**src/rtl/irc_message_tokenizer_top_defines.svh**
```systemverilog
// Assertion macros shared by the IRC tokenizer RTL.
`ifndef IRC_MESSAGE_TOKENIZER_TOP_DEFINES_SVH
`define IRC_MESSAGE_TOKENIZER_TOP_DEFINES_SVH

// Same-cycle implication, checked outside reset.
`define IRCTOK_ASSERT_NOW(lbl, ante, cons, msg) \
  lbl: assert property (@(posedge clk) disable iff (rst) (ante) |-> (cons)) else $error(msg);

// Next-cycle implication, checked outside reset.
`define IRCTOK_ASSERT_NEXT(lbl, ante, cons, msg) \
  lbl: assert property (@(posedge clk) disable iff (rst) (ante) |=> (cons)) else $error(msg);

`endif

```
**src/rtl/irctok_pkg.sv**
```systemverilog
// Shared types and constants of the IRC message tokenizer.
package irctok_pkg;

  localparam int CHAR_W   = 16;
  localparam int KIND_W   = 3;
  localparam int PIDX_W   = 4;
  localparam int START_W  = 9;
  localparam int LEN_W    = 10;
  localparam int STATUS_W = 2;

  // Most records one request can cause: four prefix parts and the status.
  localparam int BURST_MAX = 5;
  localparam int BCNT_W    = 3;

  localparam logic [CHAR_W-1:0] CH_SPACE = 16'h0020;
  localparam logic [CHAR_W-1:0] CH_BANG  = 16'h0021;
  localparam logic [CHAR_W-1:0] CH_COLON = 16'h003A;
  localparam logic [CHAR_W-1:0] CH_AT    = 16'h0040;

  localparam logic IN_CHAR = 1'b0;
  localparam logic IN_EOL  = 1'b1;

  localparam logic [KIND_W-1:0] TK_FULL   = 3'd0;
  localparam logic [KIND_W-1:0] TK_NICK   = 3'd1;
  localparam logic [KIND_W-1:0] TK_USER   = 3'd2;
  localparam logic [KIND_W-1:0] TK_HOST   = 3'd3;
  localparam logic [KIND_W-1:0] TK_CMD    = 3'd4;
  localparam logic [KIND_W-1:0] TK_RAW    = 3'd5;
  localparam logic [KIND_W-1:0] TK_PARAM  = 3'd6;
  localparam logic [KIND_W-1:0] TK_STATUS = 3'd7;

  localparam logic [STATUS_W-1:0] ST_OK    = 2'd0;
  localparam logic [STATUS_W-1:0] ST_EMPTY = 2'd1;
  localparam logic [STATUS_W-1:0] ST_LONG  = 2'd2;

  typedef struct packed {
    logic [KIND_W-1:0]   token_kind;
    logic [PIDX_W-1:0]   param_index;
    logic [START_W-1:0]  start_res;
    logic [LEN_W-1:0]    span_length;
    logic [STATUS_W-1:0] line_status;
    logic                last;
  } rec_t;

  // Records caused by one request, handed from the core to the serializer.
  typedef struct packed {
    logic                      load;
    logic [BCNT_W-1:0]         cnt;
    rec_t [BURST_MAX-1:0]      recs;
  } burst_t;

endpackage

```
**src/rtl/irctok_ifs.sv**
```systemverilog
// Valid/ready channel interfaces for characters in and token records out.
interface irctok_in_if;
  logic        valid;
  logic        ready;
  logic        kind;
  logic [15:0] character;

  modport source (output valid, kind, character, input ready);
  modport sink   (input valid, kind, character, output ready);
endinterface

interface irctok_out_if;
  logic       valid;
  logic       ready;
  logic [2:0] token_kind;
  logic [3:0] param_index;
  logic [8:0] start_res;
  logic [9:0] span_length;
  logic [1:0] line_status;
  logic       last;

  modport source (output valid, token_kind, param_index, start_res, span_length,
                  line_status, last, input ready);
  modport sink   (input valid, token_kind, param_index, start_res, span_length,
                  line_status, last, output ready);
endinterface

```
**src/rtl/irctok_core.sv**
```systemverilog
// Input register, line tokenizer state and per-request record burst.
`include "irc_message_tokenizer_top_defines.svh"

module irctok_core #(
  parameter int MAX_LINE   = 512,
  parameter int MAX_PARAMS = 15
) (
  input  logic                 clk,
  input  logic                 rst,
  irctok_in_if.sink            chars,
  input  logic                 free,
  output irctok_pkg::burst_t   burst
);
  import irctok_pkg::*;

  localparam int PW = $clog2(MAX_LINE + 1);
  localparam int CW = $clog2(MAX_PARAMS + 1);

  typedef enum logic [2:0] {
    PH_LEAD, PH_PREFIX, PH_GAP1, PH_CMD, PH_GAP2, PH_PARAM, PH_GAP3, PH_REST
  } phase_t;

  function automatic rec_t mk_rec(logic [KIND_W-1:0] kind, logic [PIDX_W-1:0] idx,
                                  logic [31:0] start, logic [31:0] len,
                                  logic [STATUS_W-1:0] st, logic lst);
    rec_t r;
    r.token_kind  = kind;
    r.param_index = idx;
    r.start_res   = start[START_W-1:0];
    r.span_length = len[LEN_W-1:0];
    r.line_status = st;
    r.last        = lst;
    return r;
  endfunction

  // Input register
  logic              ivalid;
  logic              ikind;
  logic [CHAR_W-1:0] ichar;

  // Line state
  phase_t          phase, phase_next;
  logic [PW-1:0]   position, position_next;
  logic [PW-1:0]   token_begin, token_begin_next;
  logic [PW-1:0]   prefix_begin, prefix_begin_next;
  logic [PW-1:0]   last_at_pos, last_at_pos_next;
  logic            at_seen, at_seen_next;
  logic [PW-1:0]   last_bang_pos, last_bang_pos_next;
  logic            bang_seen, bang_seen_next;
  logic [PW-1:0]   bang_before_at_pos, bang_before_at_pos_next;
  logic            bang_before_at_seen, bang_before_at_seen_next;
  logic [PW-1:0]   raw_args_begin, raw_args_begin_next;
  logic [CW-1:0]   param_count, param_count_next;
  logic            overflowed, overflowed_next;

  rec_t [BURST_MAX-1:0] recs;
  rec_t [3:0]           pfx;
  logic [BCNT_W-1:0]    cnt;
  logic [BCNT_W-1:0]    slot;
  logic [STATUS_W-1:0]  status;
  logic [CW-1:0]        cnt_inc;
  logic [PIDX_W-1:0]    pidx;
  logic [PW-1:0]        pos_plus1;
  logic [31:0]          pos32, tb32, pb32, at32, bb32, rb32;
  logic                 fire;

  assign pos32     = 32'(position);
  assign tb32      = 32'(token_begin);
  assign pb32      = 32'(prefix_begin);
  assign at32      = 32'(last_at_pos);
  assign bb32      = 32'(bang_before_at_pos);
  assign rb32      = 32'(raw_args_begin);
  assign pos_plus1 = position + PW'(1);
  assign cnt_inc   = param_count + CW'(1);
  assign pidx      = PIDX_W'(32'(param_count) - 32'd1);

  // Prefix split, taken at the current position as its end.
  always_comb begin
    pfx[0] = mk_rec(TK_FULL, '0, pb32, pos32 - pb32, ST_OK, 1'b0);
    if (!at_seen) begin
      pfx[1] = mk_rec(TK_NICK, '0, pb32, pos32 - pb32, ST_OK, 1'b0);
      pfx[2] = mk_rec(TK_USER, '0, 32'd0, 32'd0, ST_OK, 1'b0);
      pfx[3] = mk_rec(TK_HOST, '0, pb32, pos32 - pb32, ST_OK, 1'b0);
    end else begin
      if (bang_before_at_seen) begin
        pfx[1] = mk_rec(TK_NICK, '0, pb32, bb32 - pb32, ST_OK, 1'b0);
        pfx[2] = mk_rec(TK_USER, '0, bb32 + 32'd1, at32 - bb32 - 32'd1, ST_OK, 1'b0);
      end else begin
        pfx[1] = mk_rec(TK_NICK, '0, 32'd0, 32'd0, ST_OK, 1'b0);
        pfx[2] = mk_rec(TK_USER, '0, pb32, at32 - pb32, ST_OK, 1'b0);
      end
      pfx[3] = mk_rec(TK_HOST, '0, at32 + 32'd1, pos32 - at32 - 32'd1, ST_OK, 1'b0);
    end
  end

  always_comb begin
    phase_next               = phase;
    position_next            = position;
    token_begin_next         = token_begin;
    prefix_begin_next        = prefix_begin;
    last_at_pos_next         = last_at_pos;
    at_seen_next             = at_seen;
    last_bang_pos_next       = last_bang_pos;
    bang_seen_next           = bang_seen;
    bang_before_at_pos_next  = bang_before_at_pos;
    bang_before_at_seen_next = bang_before_at_seen;
    raw_args_begin_next      = raw_args_begin;
    param_count_next         = param_count;
    overflowed_next          = overflowed;
    recs   = '0;
    cnt    = '0;
    slot   = '0;
    status = ST_OK;

    if (ikind == IN_EOL) begin
      unique case (phase)
        PH_LEAD, PH_GAP1: status = ST_EMPTY;
        PH_PREFIX: begin
          recs[3:0] = pfx;
          slot      = BCNT_W'(4);
          status    = ST_EMPTY;
        end
        PH_CMD: begin
          recs[0] = mk_rec(TK_CMD, '0, tb32, pos32 - tb32, ST_OK, 1'b0);
          slot    = BCNT_W'(1);
        end
        PH_GAP2: status = ST_OK;
        PH_GAP3: begin
          recs[0] = mk_rec(TK_RAW, '0, rb32, pos32 - rb32, ST_OK, 1'b0);
          slot    = BCNT_W'(1);
        end
        PH_PARAM, PH_REST: begin
          recs[0] = mk_rec(TK_RAW, '0, rb32, pos32 - rb32, ST_OK, 1'b0);
          recs[1] = mk_rec(TK_PARAM, pidx, tb32, pos32 - tb32, ST_OK, 1'b0);
          slot    = BCNT_W'(2);
        end
      endcase
      if (overflowed) status = ST_LONG;
      recs[slot] = mk_rec(TK_STATUS, '0, 32'd0, 32'd0, status, 1'b1);
      cnt        = slot + BCNT_W'(1);
      // Back to the reset state for the next line.
      phase_next               = PH_LEAD;
      position_next            = '0;
      token_begin_next         = '0;
      prefix_begin_next        = '0;
      last_at_pos_next         = '0;
      at_seen_next             = 1'b0;
      last_bang_pos_next       = '0;
      bang_seen_next           = 1'b0;
      bang_before_at_pos_next  = '0;
      bang_before_at_seen_next = 1'b0;
      raw_args_begin_next      = '0;
      param_count_next         = '0;
      overflowed_next          = 1'b0;
    end else if (pos32 >= MAX_LINE) begin
      overflowed_next = 1'b1;
    end else begin
      position_next = pos_plus1;
      unique case (phase)
        PH_LEAD: begin
          priority if (ichar == CH_SPACE) begin
          end else if (ichar == CH_COLON) begin
            prefix_begin_next        = pos_plus1;
            at_seen_next             = 1'b0;
            bang_seen_next           = 1'b0;
            bang_before_at_seen_next = 1'b0;
            phase_next               = PH_PREFIX;
          end else begin
            token_begin_next = position;
            phase_next       = PH_CMD;
          end
        end
        PH_PREFIX: begin
          priority if (ichar == CH_SPACE) begin
            recs[3:0]  = pfx;
            cnt        = BCNT_W'(4);
            phase_next = PH_GAP1;
          end else if (ichar == CH_AT && position > prefix_begin) begin
            last_at_pos_next         = position;
            at_seen_next             = 1'b1;
            bang_before_at_pos_next  = last_bang_pos;
            bang_before_at_seen_next = bang_seen;
          end else if (ichar == CH_BANG) begin
            last_bang_pos_next = position;
            bang_seen_next     = 1'b1;
          end else begin
          end
        end
        PH_GAP1: begin
          if (ichar != CH_SPACE) begin
            token_begin_next = position;
            phase_next       = PH_CMD;
          end
        end
        PH_CMD: begin
          if (ichar == CH_SPACE) begin
            recs[0]    = mk_rec(TK_CMD, '0, tb32, pos32 - tb32, ST_OK, 1'b0);
            cnt        = BCNT_W'(1);
            phase_next = PH_GAP2;
          end
        end
        PH_PARAM: begin
          if (ichar == CH_SPACE) begin
            recs[0]    = mk_rec(TK_PARAM, pidx, tb32, pos32 - tb32, ST_OK, 1'b0);
            cnt        = BCNT_W'(1);
            phase_next = PH_GAP3;
          end
        end
        PH_GAP2, PH_GAP3: begin
          if (ichar != CH_SPACE) begin
            if (phase == PH_GAP2) raw_args_begin_next = position;
            param_count_next = cnt_inc;
            priority if (32'(cnt_inc) >= MAX_PARAMS) begin
              token_begin_next = position;
              phase_next       = PH_REST;
            end else if (ichar == CH_COLON) begin
              token_begin_next = pos_plus1;
              phase_next       = PH_REST;
            end else begin
              token_begin_next = position;
              phase_next       = PH_PARAM;
            end
          end
        end
        PH_REST: phase_next = PH_REST;
      endcase
    end
  end

  // Advance when nothing is caused or the serializer can take the burst.
  assign fire        = ivalid && (cnt == '0 || free);
  assign chars.ready = !ivalid || fire;

  assign burst.load = fire && (cnt != '0);
  assign burst.cnt  = cnt;
  assign burst.recs = recs;

  always_ff @(posedge clk) begin
    if (rst) begin
      ivalid <= 1'b0;
    end else if (chars.valid && chars.ready) begin
      ivalid <= 1'b1;
    end else if (fire) begin
      ivalid <= 1'b0;
    end
    if (chars.valid && chars.ready) begin
      ikind <= chars.kind;
      ichar <= chars.character;
    end
  end

  always_ff @(posedge clk) begin
    if (rst) begin
      phase               <= PH_LEAD;
      position            <= '0;
      token_begin         <= '0;
      prefix_begin        <= '0;
      last_at_pos         <= '0;
      at_seen             <= 1'b0;
      last_bang_pos       <= '0;
      bang_seen           <= 1'b0;
      bang_before_at_pos  <= '0;
      bang_before_at_seen <= 1'b0;
      raw_args_begin      <= '0;
      param_count         <= '0;
      overflowed          <= 1'b0;
    end else if (fire) begin
      phase               <= phase_next;
      position            <= position_next;
      token_begin         <= token_begin_next;
      prefix_begin        <= prefix_begin_next;
      last_at_pos         <= last_at_pos_next;
      at_seen             <= at_seen_next;
      last_bang_pos       <= last_bang_pos_next;
      bang_seen           <= bang_seen_next;
      bang_before_at_pos  <= bang_before_at_pos_next;
      bang_before_at_seen <= bang_before_at_seen_next;
      raw_args_begin      <= raw_args_begin_next;
      param_count         <= param_count_next;
      overflowed          <= overflowed_next;
    end
  end

  `IRCTOK_ASSERT_NEXT(a_eol_clears_line, fire && ikind == IN_EOL, phase == PH_LEAD && position == '0 && !overflowed, "line state not cleared after end of line")
  `IRCTOK_ASSERT_NOW(a_overflow_at_limit, overflowed, 32'(position) == MAX_LINE, "overflow flagged below the line limit")
  `IRCTOK_ASSERT_NOW(a_eol_ends_with_status, burst.load && ikind == IN_EOL, recs[cnt - BCNT_W'(1)].last, "end-of-line burst lacks its status record")

endmodule

```
**src/rtl/irctok_serializer.sv**
```systemverilog
// Result register that hands out a record burst one record per cycle while tokens.ready is high.
`include "irc_message_tokenizer_top_defines.svh"

module irctok_serializer (
  input  logic                clk,
  input  logic                rst,
  input  irctok_pkg::burst_t  burst,
  output logic                free,
  irctok_out_if.source        tokens
);
  import irctok_pkg::*;

  rec_t [BURST_MAX-1:0] recs;
  logic [BCNT_W-1:0]    idx;
  logic [BCNT_W-1:0]    rem;
  rec_t                 cur;

  assign cur  = recs[idx];
  assign free = (rem == '0) || (rem == BCNT_W'(1) && tokens.ready);

  assign tokens.valid       = (rem != '0);
  assign tokens.token_kind  = cur.token_kind;
  assign tokens.param_index = cur.param_index;
  assign tokens.start_res   = cur.start_res;
  assign tokens.span_length = cur.span_length;
  assign tokens.line_status = cur.line_status;
  assign tokens.last        = cur.last;

  always_ff @(posedge clk) begin
    if (rst) begin
      rem <= '0;
      idx <= '0;
    end else if (burst.load) begin
      rem <= burst.cnt;
      idx <= '0;
    end else if (tokens.valid && tokens.ready) begin
      rem <= rem - BCNT_W'(1);
      idx <= idx + BCNT_W'(1);
    end
    if (burst.load) begin
      recs <= burst.recs;
    end
  end

  `IRCTOK_ASSERT_NOW(a_load_when_free, burst.load, free, "burst loaded over undelivered records")
  `IRCTOK_ASSERT_NOW(a_status_closes_burst, tokens.valid && cur.last, rem == BCNT_W'(1), "status record is not the last of its burst")
  `IRCTOK_ASSERT_NOW(a_burst_in_range, tokens.valid, 32'(idx) + 32'(rem) <= BURST_MAX, "serializer index ran past the burst")

endmodule

```
**src/rtl/irc_message_tokenizer_top.sv**
```systemverilog
// Top level of the IRC message line tokenizer.
//
//   channel  dir  payload                                          accepted when
//   chars    in   kind, character                                  valid && ready
//   tokens   out  token_kind, param_index, start_res, span_length,  valid && ready
//                 line_status, last
//
// Flow: one character per cycle into the input register while chars.ready is
//   high; the core works it in the next cycle, held while its burst waits.
// A request causing records (prefix close 4, end of line 1 to 5) loads them as a
//   burst into the serializer; it puts them out in turn on the tokens port.
// Reset: rst is synchronous; it clears the input valid, the line state and the
//   serializer counts. No clearing pass, the block is ready the cycle after.
// Stalls: tokens.ready low holds the burst, then the core, then chars.ready.
module irc_message_tokenizer_top #(
  parameter int MAX_LINE   = 512,
  parameter int MAX_PARAMS = 15
) (
  input  logic          clk,
  input  logic          rst,
  irctok_in_if.sink     chars,
  irctok_out_if.source  tokens
);
  import irctok_pkg::*;

  burst_t burst;
  logic   free;

  // Tokenizer: input register, line state, records caused by each request.
  irctok_core #(
    .MAX_LINE   (MAX_LINE),
    .MAX_PARAMS (MAX_PARAMS)
  ) u_core (
    .clk   (clk),
    .rst   (rst),
    .chars (chars),
    .free  (free),
    .burst (burst)
  );

  // Result register: drain the burst one record per accepted output.
  irctok_serializer u_ser (
    .clk    (clk),
    .rst    (rst),
    .burst  (burst),
    .free   (free),
    .tokens (tokens)
  );

endmodule
```
**src/flat_wrapper.sv**
```systemverilog
// flat-port wrapper written by rule: the top's interface ports become plain ports
module irc_message_tokenizer_top_flat import irctok_pkg::*;
#(
  parameter int MAX_LINE   = 512,
  parameter int MAX_PARAMS = 15
)
  (clk, rst, chars_valid, chars_kind, chars_character, chars_ready, tokens_valid, tokens_token_kind, tokens_param_index, tokens_start_res, tokens_span_length, tokens_line_status, tokens_last, tokens_ready);
  irctok_in_if chars_i ();
  irctok_out_if tokens_i ();
  input  logic clk;
  input  logic rst;
  input wire logic [$bits(chars_i.valid)-1:0] chars_valid;
  input wire logic [$bits(chars_i.kind)-1:0] chars_kind;
  input wire logic [$bits(chars_i.character)-1:0] chars_character;
  output wire logic [$bits(chars_i.ready)-1:0] chars_ready;
  output wire logic [$bits(tokens_i.valid)-1:0] tokens_valid;
  output wire logic [$bits(tokens_i.token_kind)-1:0] tokens_token_kind;
  output wire logic [$bits(tokens_i.param_index)-1:0] tokens_param_index;
  output wire logic [$bits(tokens_i.start_res)-1:0] tokens_start_res;
  output wire logic [$bits(tokens_i.span_length)-1:0] tokens_span_length;
  output wire logic [$bits(tokens_i.line_status)-1:0] tokens_line_status;
  output wire logic [$bits(tokens_i.last)-1:0] tokens_last;
  input wire logic [$bits(tokens_i.ready)-1:0] tokens_ready;
  assign chars_i.valid = chars_valid;
  assign chars_i.kind = chars_kind;
  assign chars_i.character = chars_character;
  assign chars_ready = chars_i.ready;
  assign tokens_valid = tokens_i.valid;
  assign tokens_token_kind = tokens_i.token_kind;
  assign tokens_param_index = tokens_i.param_index;
  assign tokens_start_res = tokens_i.start_res;
  assign tokens_span_length = tokens_i.span_length;
  assign tokens_line_status = tokens_i.line_status;
  assign tokens_last = tokens_i.last;
  assign tokens_i.ready = tokens_ready;
  irc_message_tokenizer_top #(.MAX_LINE(MAX_LINE), .MAX_PARAMS(MAX_PARAMS)) u_core (.clk(clk), .rst(rst), .chars(chars_i), .tokens(tokens_i));
endmodule
```
**config.mk**
```make
export PLATFORM = sky130hd
export DESIGN_NAME = irc_message_tokenizer_top_flat
export DESIGN_NICKNAME = d
export VERILOG_FILES = /design/src/rtl/irctok_pkg.sv /design/src/rtl/irctok_ifs.sv /design/src/rtl/irctok_core.sv /design/src/rtl/irctok_serializer.sv /design/src/rtl/irc_message_tokenizer_top.sv /design/src/flat_wrapper.sv
export VERILOG_INCLUDE_DIRS = /design/src /design/src/rtl
export SDC_FILE = /design/constraint.sdc
export NUM_CORES = 1
export LEC_CHECK = 0
export ABC_AREA = 1
export BUFFER_PORTS_ARGS = -buffer_cell sky130_fd_sc_hd__buf_2
export CAP_MARGIN = 30
export CORE_UTILIZATION = 62
export CTS_CLUSTER_SIZE = 30
export DETAILED_ROUTE_END_ITERATION = 12
export PLACE_DENSITY = 0.81
export RECOVER_POWER = 100
export SLEW_MARGIN = 25
export SYNTH_ARGS = -nofsm -noshare
export SYNTH_HDL_FRONTEND = slang
export SYNTH_HIERARCHICAL = 1
export SYNTH_SLANG_ARGS = --single-unit
export TNS_END_PERCENT = 5
```
**constraint.sdc**
```tcl
create_clock -name clk -period 6.48 [get_ports clk]
set_input_delay 0.648 -clock clk [delete_from_list [all_inputs] [get_ports clk]]
set_output_delay 0.648 -clock clk [all_outputs]
set_load 0.05 [all_outputs]
```
Yosys cells after proc, flatten, opt, wreduce, memory -nomap -nowiden
Cells that the tools add are included.
{"block": "word_totals", "output_inout_bits": 31, "word_cells": 253, "inputBits": 21, "ff_bits": 250}
{"block": "op_classes", "n_lt_le_gt_ge": 6, "eq_ne": 28, "n_reduce_logical": 47, "addsub": 17, "n_mux": 107}
{"op": "10-bit two-way mux", "count": 36}
{"op": "116-bit two-way mux", "count": 2}
{"op": "29-bit two-way mux", "count": 6}
{"op": "29-bit one-hot mux with 3 select lines", "count": 2}
{"op": "145-bit bitwise mux", "count": 1}
{"op": "115-bit two-way mux", "count": 1}
{"op": "29-bit binary-select mux with 3-bit select", "count": 1}
{"op": "29-bit demux with 3-bit select", "count": 1}
{"op": "87-bit two-way mux", "count": 1}
{"op": "80-bit two-way mux", "count": 1}
{"op": "10-bit subtractor", "count": 7}
{"op": "58-bit two-way mux", "count": 1}
{"op": "29-bit one-hot mux with 2 select lines", "count": 1}
{"op": "57-bit two-way mux", "count": 1}
{"op": "51-bit two-way mux", "count": 1}
{"op": "16-bit by 6-bit equality test with 1-bit output, second input constant", "count": 3}
{"op": "3-bit two-way mux", "count": 14}
{"op": "3-bit inequality test, second input constant", "count": 12}
{"op": "10-bit one-hot mux with 3 select lines", "count": 1}
{"op": "2-bit nonzero test", "count": 11}
{"op": "1-bit two-way mux", "count": 21}
{"op": "3-bit one-hot mux with 7 select lines", "count": 1}
{"op": "10-bit by 2-bit subtractor with 10-bit output, second input constant", "count": 2}
{"op": "9-bit by 1-bit adder with 9-bit output, second input constant", "count": 2}
{"op": "other kinds (35)", "count": 75}

Logic depth before layout (Yosys ltp)
{"block": "logic_depth", "ltp_word": 12, "mapped_depth": 19, "depth_no_buf": 18}

Modules after synthesis
Netlist, hierarchy kept.
{"mod": "irctok_core", "seq_area_each_um2": 2152.1, "instances": 1, "cells_each": 1517, "area_each_um2": 9582.9}
{"mod": "irctok_serializer", "seq_area_each_um2": 4474.3, "instances": 1, "cells_each": 481, "area_each_um2": 6009.5}

Worst setup path after synthesis
No wires, ideal clock.
{"block": "synth_timing", "path_type": "register to register", "start": "reg u_core.u_core.ikind", "end": "reg u_core.u_ser.rem[2]", "setup_time_ns": 0.121, "path_stages_with_launch": 17, "t_required_ns": 6.359, "period_less_slack_ns": 5.365, "path_slack_ns": 1.115, "arrival_time_ns": 5.244, "path_buffers": 2, "path_cell_list": "edfxtp_1 > buf_2 > nor2_2 > inv_2 > nand3_4 > nand3_4 > nand2_4 > nand2_2 > inv_2 > buf_2 > nand2_1 > inv_1 > inv_1 > nand3_1 > nand2_1 > nand2_1 > a21oi_1"}
{"item": "start: declaration", "line": "irctok_core.sv:38", "rtl": "logic ikind;"}
{"item": "start signal: assignment", "line": "irctok_core.sv:247", "rtl": "ikind <= chars.kind;"}
{"item": "end signal: assignment", "line": "irctok_serializer.sv:34", "rtl": "rem <= burst.cnt;"}
{"item": "end signal: assignment", "line": "irctok_serializer.sv:37", "rtl": "rem <= rem - BCNT_W'(1);"}
{"item": "end: declaration", "line": "irctok_serializer.sv:15", "rtl": "logic [BCNT_W-1:0] rem;"}

Worst setup path in the final report
{"block": "layout_timing", "start": "reg u_core.u_ser.idx[1]", "end": "out tokens_span_length[5]"}
{"block": "layout_via", "elab_chain_cells": 2}
{"item": "start: declaration", "line": "irctok_serializer.sv:14", "rtl": "logic [BCNT_W-1:0] idx;"}
{"item": "start signal: assignment", "line": "irctok_serializer.sv:38", "rtl": "idx <= idx + BCNT_W'(1);"}
{"item": "29-bit binary-select mux with 3-bit select", "line": "irctok_serializer.sv:18", "rtl": "assign cur = recs[idx];"}
{"item": "29-bit two-way mux (not written as such)", "line": "irctok_serializer.sv:18"}
{"item": "end: declaration", "line": "flat_wrapper.sv:20", "rtl": "output wire logic [$bits(tokens_i.span_length)-1:0] tokens_span_length;"}
Every way passes these cells. The select of a mux whose other input is x is not followed.

==> flow_metrics.tcl <==
set metrics [dict create \
    wl_per_cell_um 20.2 \
    fin_setup_tns_ns 0 \
    postLayoutCellArea_mm2 0.0165 \
    row_count 57 \
    via_per_inst 6.00 \
    dieArea_mm2 0.0258 \
    whs_ns 0.275 \
    layout_min_cycle_time_ns 4.71 \
    path_class "flop to output port" \
    num_antenna_cells 0 \
    fin_ws_ns 1.77 \
    grt_remaining_overflow 0 \
    worstSkewPairLatency_ns 0.55 \
    drive_above_1_share_pct 6.27 \
    cts_tree "yes" \
    dr.first_iter.drc_count 1871 \
    status "finished clean" \
    synth_edf_count 162 \
    cap_viol_max_count 0 \
    critPathCaptureType "output port" \
    area_growth_syn_to_layout_pct 6.11 \
    grt_pass1_wl_um 71500 \
    fin_nets 2109 \
    peakVddDrop_uv 315 \
    ys_ff_latch 250 \
    worstPathRequired_ns 5.83 \
    drtPass1Iterations 8 \
    worstPathArrival_ns 4.06 \
    rsz0062_at_grt "false" \
    port_buffers 51 \
    ys.flop_type "edfxtp_1" \
    crit_path_max_fanout 31 \
    grt.total_usage_pct 36.8 \
    gp_congestion 1.02 \
    syn_avg_cell_area_um2 7.80 \
    ys_warn_count 6 \
    synth.area.top_cells "edfxtp_1, dfxtp_1, nand2_1" \
    ys_seq_area_share_pct 42.5 \
    syn_inst 1998 \
    tightest_slew_ns 1.26 \
    yosysTopAreaCell "edfxtp_1" \
    place_area_mm2 0.0157 \
    cts_resized 0 \
    synth.distinct_cells 53 \
    fin_worst_skew_ns 0.0101 \
    antenna_left 0 \
    final_cell_count_no_fill 2350 \
    period_share_pct 72.7 \
    core_area_mm2 0.0245 \
    dr_total_vias 14100 \
    antenna_found_initial 0 \
    cellPowerDensity_mw_per_mm2 356 \
    io_pins 52 \
    clk_pin_slew_worst_paths_ns 0.06 \
    start_util_pct 63.7 \
    cts_hold_buf 0 \
    max_freq_mhz 212 \
    totalWireLength_um 47500 \
    slew_violations 0 \
    die_x_um 161 \
    hp-class "primary input to flop" \
    post-place-cells 2301 \
    grt_max_degree 119 \
    clock_path_buffers 3 \
    async_reset_ff_share_pct 0 \
    dp_hpwl_um 35000 \
    clock-root-buffer "clkbuf_16" \
    die_h_um 161 \
    syn_area_mm2 0.0156 \
    cts.sinks 250 \
    grt_pass1_vias 12600 \
    slew_headroom_pct 16.3 \
    postCtsSetupRepairBufs 0 \
    setup_viol 0 \
    startpoint_type "flop" \
    cts_buffers 26 \
    synth_top_area_share_pct 31.2 \
    pre_cts_slack_ns 2.50 \
    leakage_nw 6.98 \
    drc 0 \
    final-hold-violation-count 0 \
    cts_max_level 1 \
]
-- per-layer routing --
layer,global-route usage (%),share of wire [%],vias up
li1,-,-,6693
met1,52.0,41,6527
met2,55.0,43,783
met3,8.78,12,96
met4,13.2,3.5,0
met5,0,0,-
-- registers in the layout, summed over array words and instances, names as in the netlist, 3 cells and up --
| signal | cells |
|---|---|
| u_core/u_ser/recs | 145 |
| u_core/u_core/ichar | 16 |
| u_core/u_core/bang_before_at_pos | 10 |
| u_core/u_core/last_at_pos | 10 |
| u_core/u_core/last_bang_pos | 10 |
| u_core/u_core/position | 10 |
| u_core/u_core/prefix_begin | 10 |
| u_core/u_core/raw_args_begin | 10 |
| u_core/u_core/token_begin | 10 |
| u_core/u_core/param_count | 4 |
| u_core/u_core/phase | 3 |
| u_core/u_ser/idx | 3 |
| u_core/u_ser/rem | 3 |
-- kinds of logic (layout without fill, tap and decap cells) --
family / count (synthesis) / count (layout) / share of synthesized area (%)
buffers and inverters: 339 / 331 / 10.1
adders and majority gates: 82 / 82 / 6.92
AOI/OAI and AO/OA: 400 / 400 / 14.0
and+or+nand+nor: 896 / 896 / 24.8
other: 1 / 37 / 0.0241
xor gates and xnor gates: 30 / 30 / 1.69
DFF: 250 / 250 / 42.5
-- final cells by class --
type	count	area [µm²]
Fill cell	2129	7920
Multi-Input combinational cell	1445	7450
Sequential cell	250	6630
Clock buffer	42	847
Inverter	219	832
Tap cell	324	405
Timing Repair Buffer	64	352
Clock inverter	6	33.8
-- synth_stat cells (13+ instances only) --
cell type,number
edfxtp_1,162
buf_4,51
nand2_1,434
inv_1,199
o21ai_1,23
nand4_1,13
a21oi_1,186
dfxtp_1,88
nand3_1,201
nor3_1,21
clkbuf_1,34
xor2_1,18
o21ai_0,122
nor2_1,186
ha_1,75
buf_2,18
-- cell usage in the layout (no fill, tap or decap), types with 10 or more instances in the layout --
master,count
a211oi_1,12
a21oi_1,186
a221oi_1,11
a22oi_1,10
buf_2,40
buf_4,10
clkbuf_1,17
clkbuf_16,29
conb_1,37
dfxtp_1,87
edfxtp_1,162
ha_1,75
inv_1,203
nand2_1,437
nand3_1,206
nand4_1,13
nor2_1,190
nor3_1,21
o21ai_0,141
o22ai_1,11
or2_2,10
xnor2_1,12
xor2_1,18
-- final timing paths --
path	startpoint	to	slack, ns	cells after the start
max	u_core/u_ser/idx[1]	tokens_span_length[5]	1.77	5
min	chars_character[13]	u_core/u_core/ichar[13]	0.27	1
max reg2reg	u_core/u_core/ikind	u_core/u_core/last_at_pos[7]	1.78	11
min reg2reg	u_core/u_core/last_bang_pos[9]	u_core/u_core/last_bang_pos[9]	0.47	2
-- through the flow --
step	util (%)	power (mW)
floorplan	-	3.82
global placement	64.3	4.33
detailed placement	64.3	4.37
CTS	68.0	5.88
global route	67.6	6.20
finish	67.6	5.90
-- power by group --
| group | internal (mW) | leakage (nW) | total (mW) | switching, mW |
|---|---|---|---|---|
| Combinational | 0.651 | 4.31 | 2.40 | 1.75 |
| Clock | 0.893 | 0.441 | 1.52 | 0.625 |
| Sequential | 1.85 | 2.24 | 1.98 | 0.125 |
-- worst max-delay path, stage by stage (launching register included) --
cell and delay [ns]:
dfxtp_1 0.29, buf_4 0.24, inv_1 0.90, nand3_1 1.03
o21ai_0 0.52, clkbuf_1 0.50
Power figures use the tool's default switching activity.
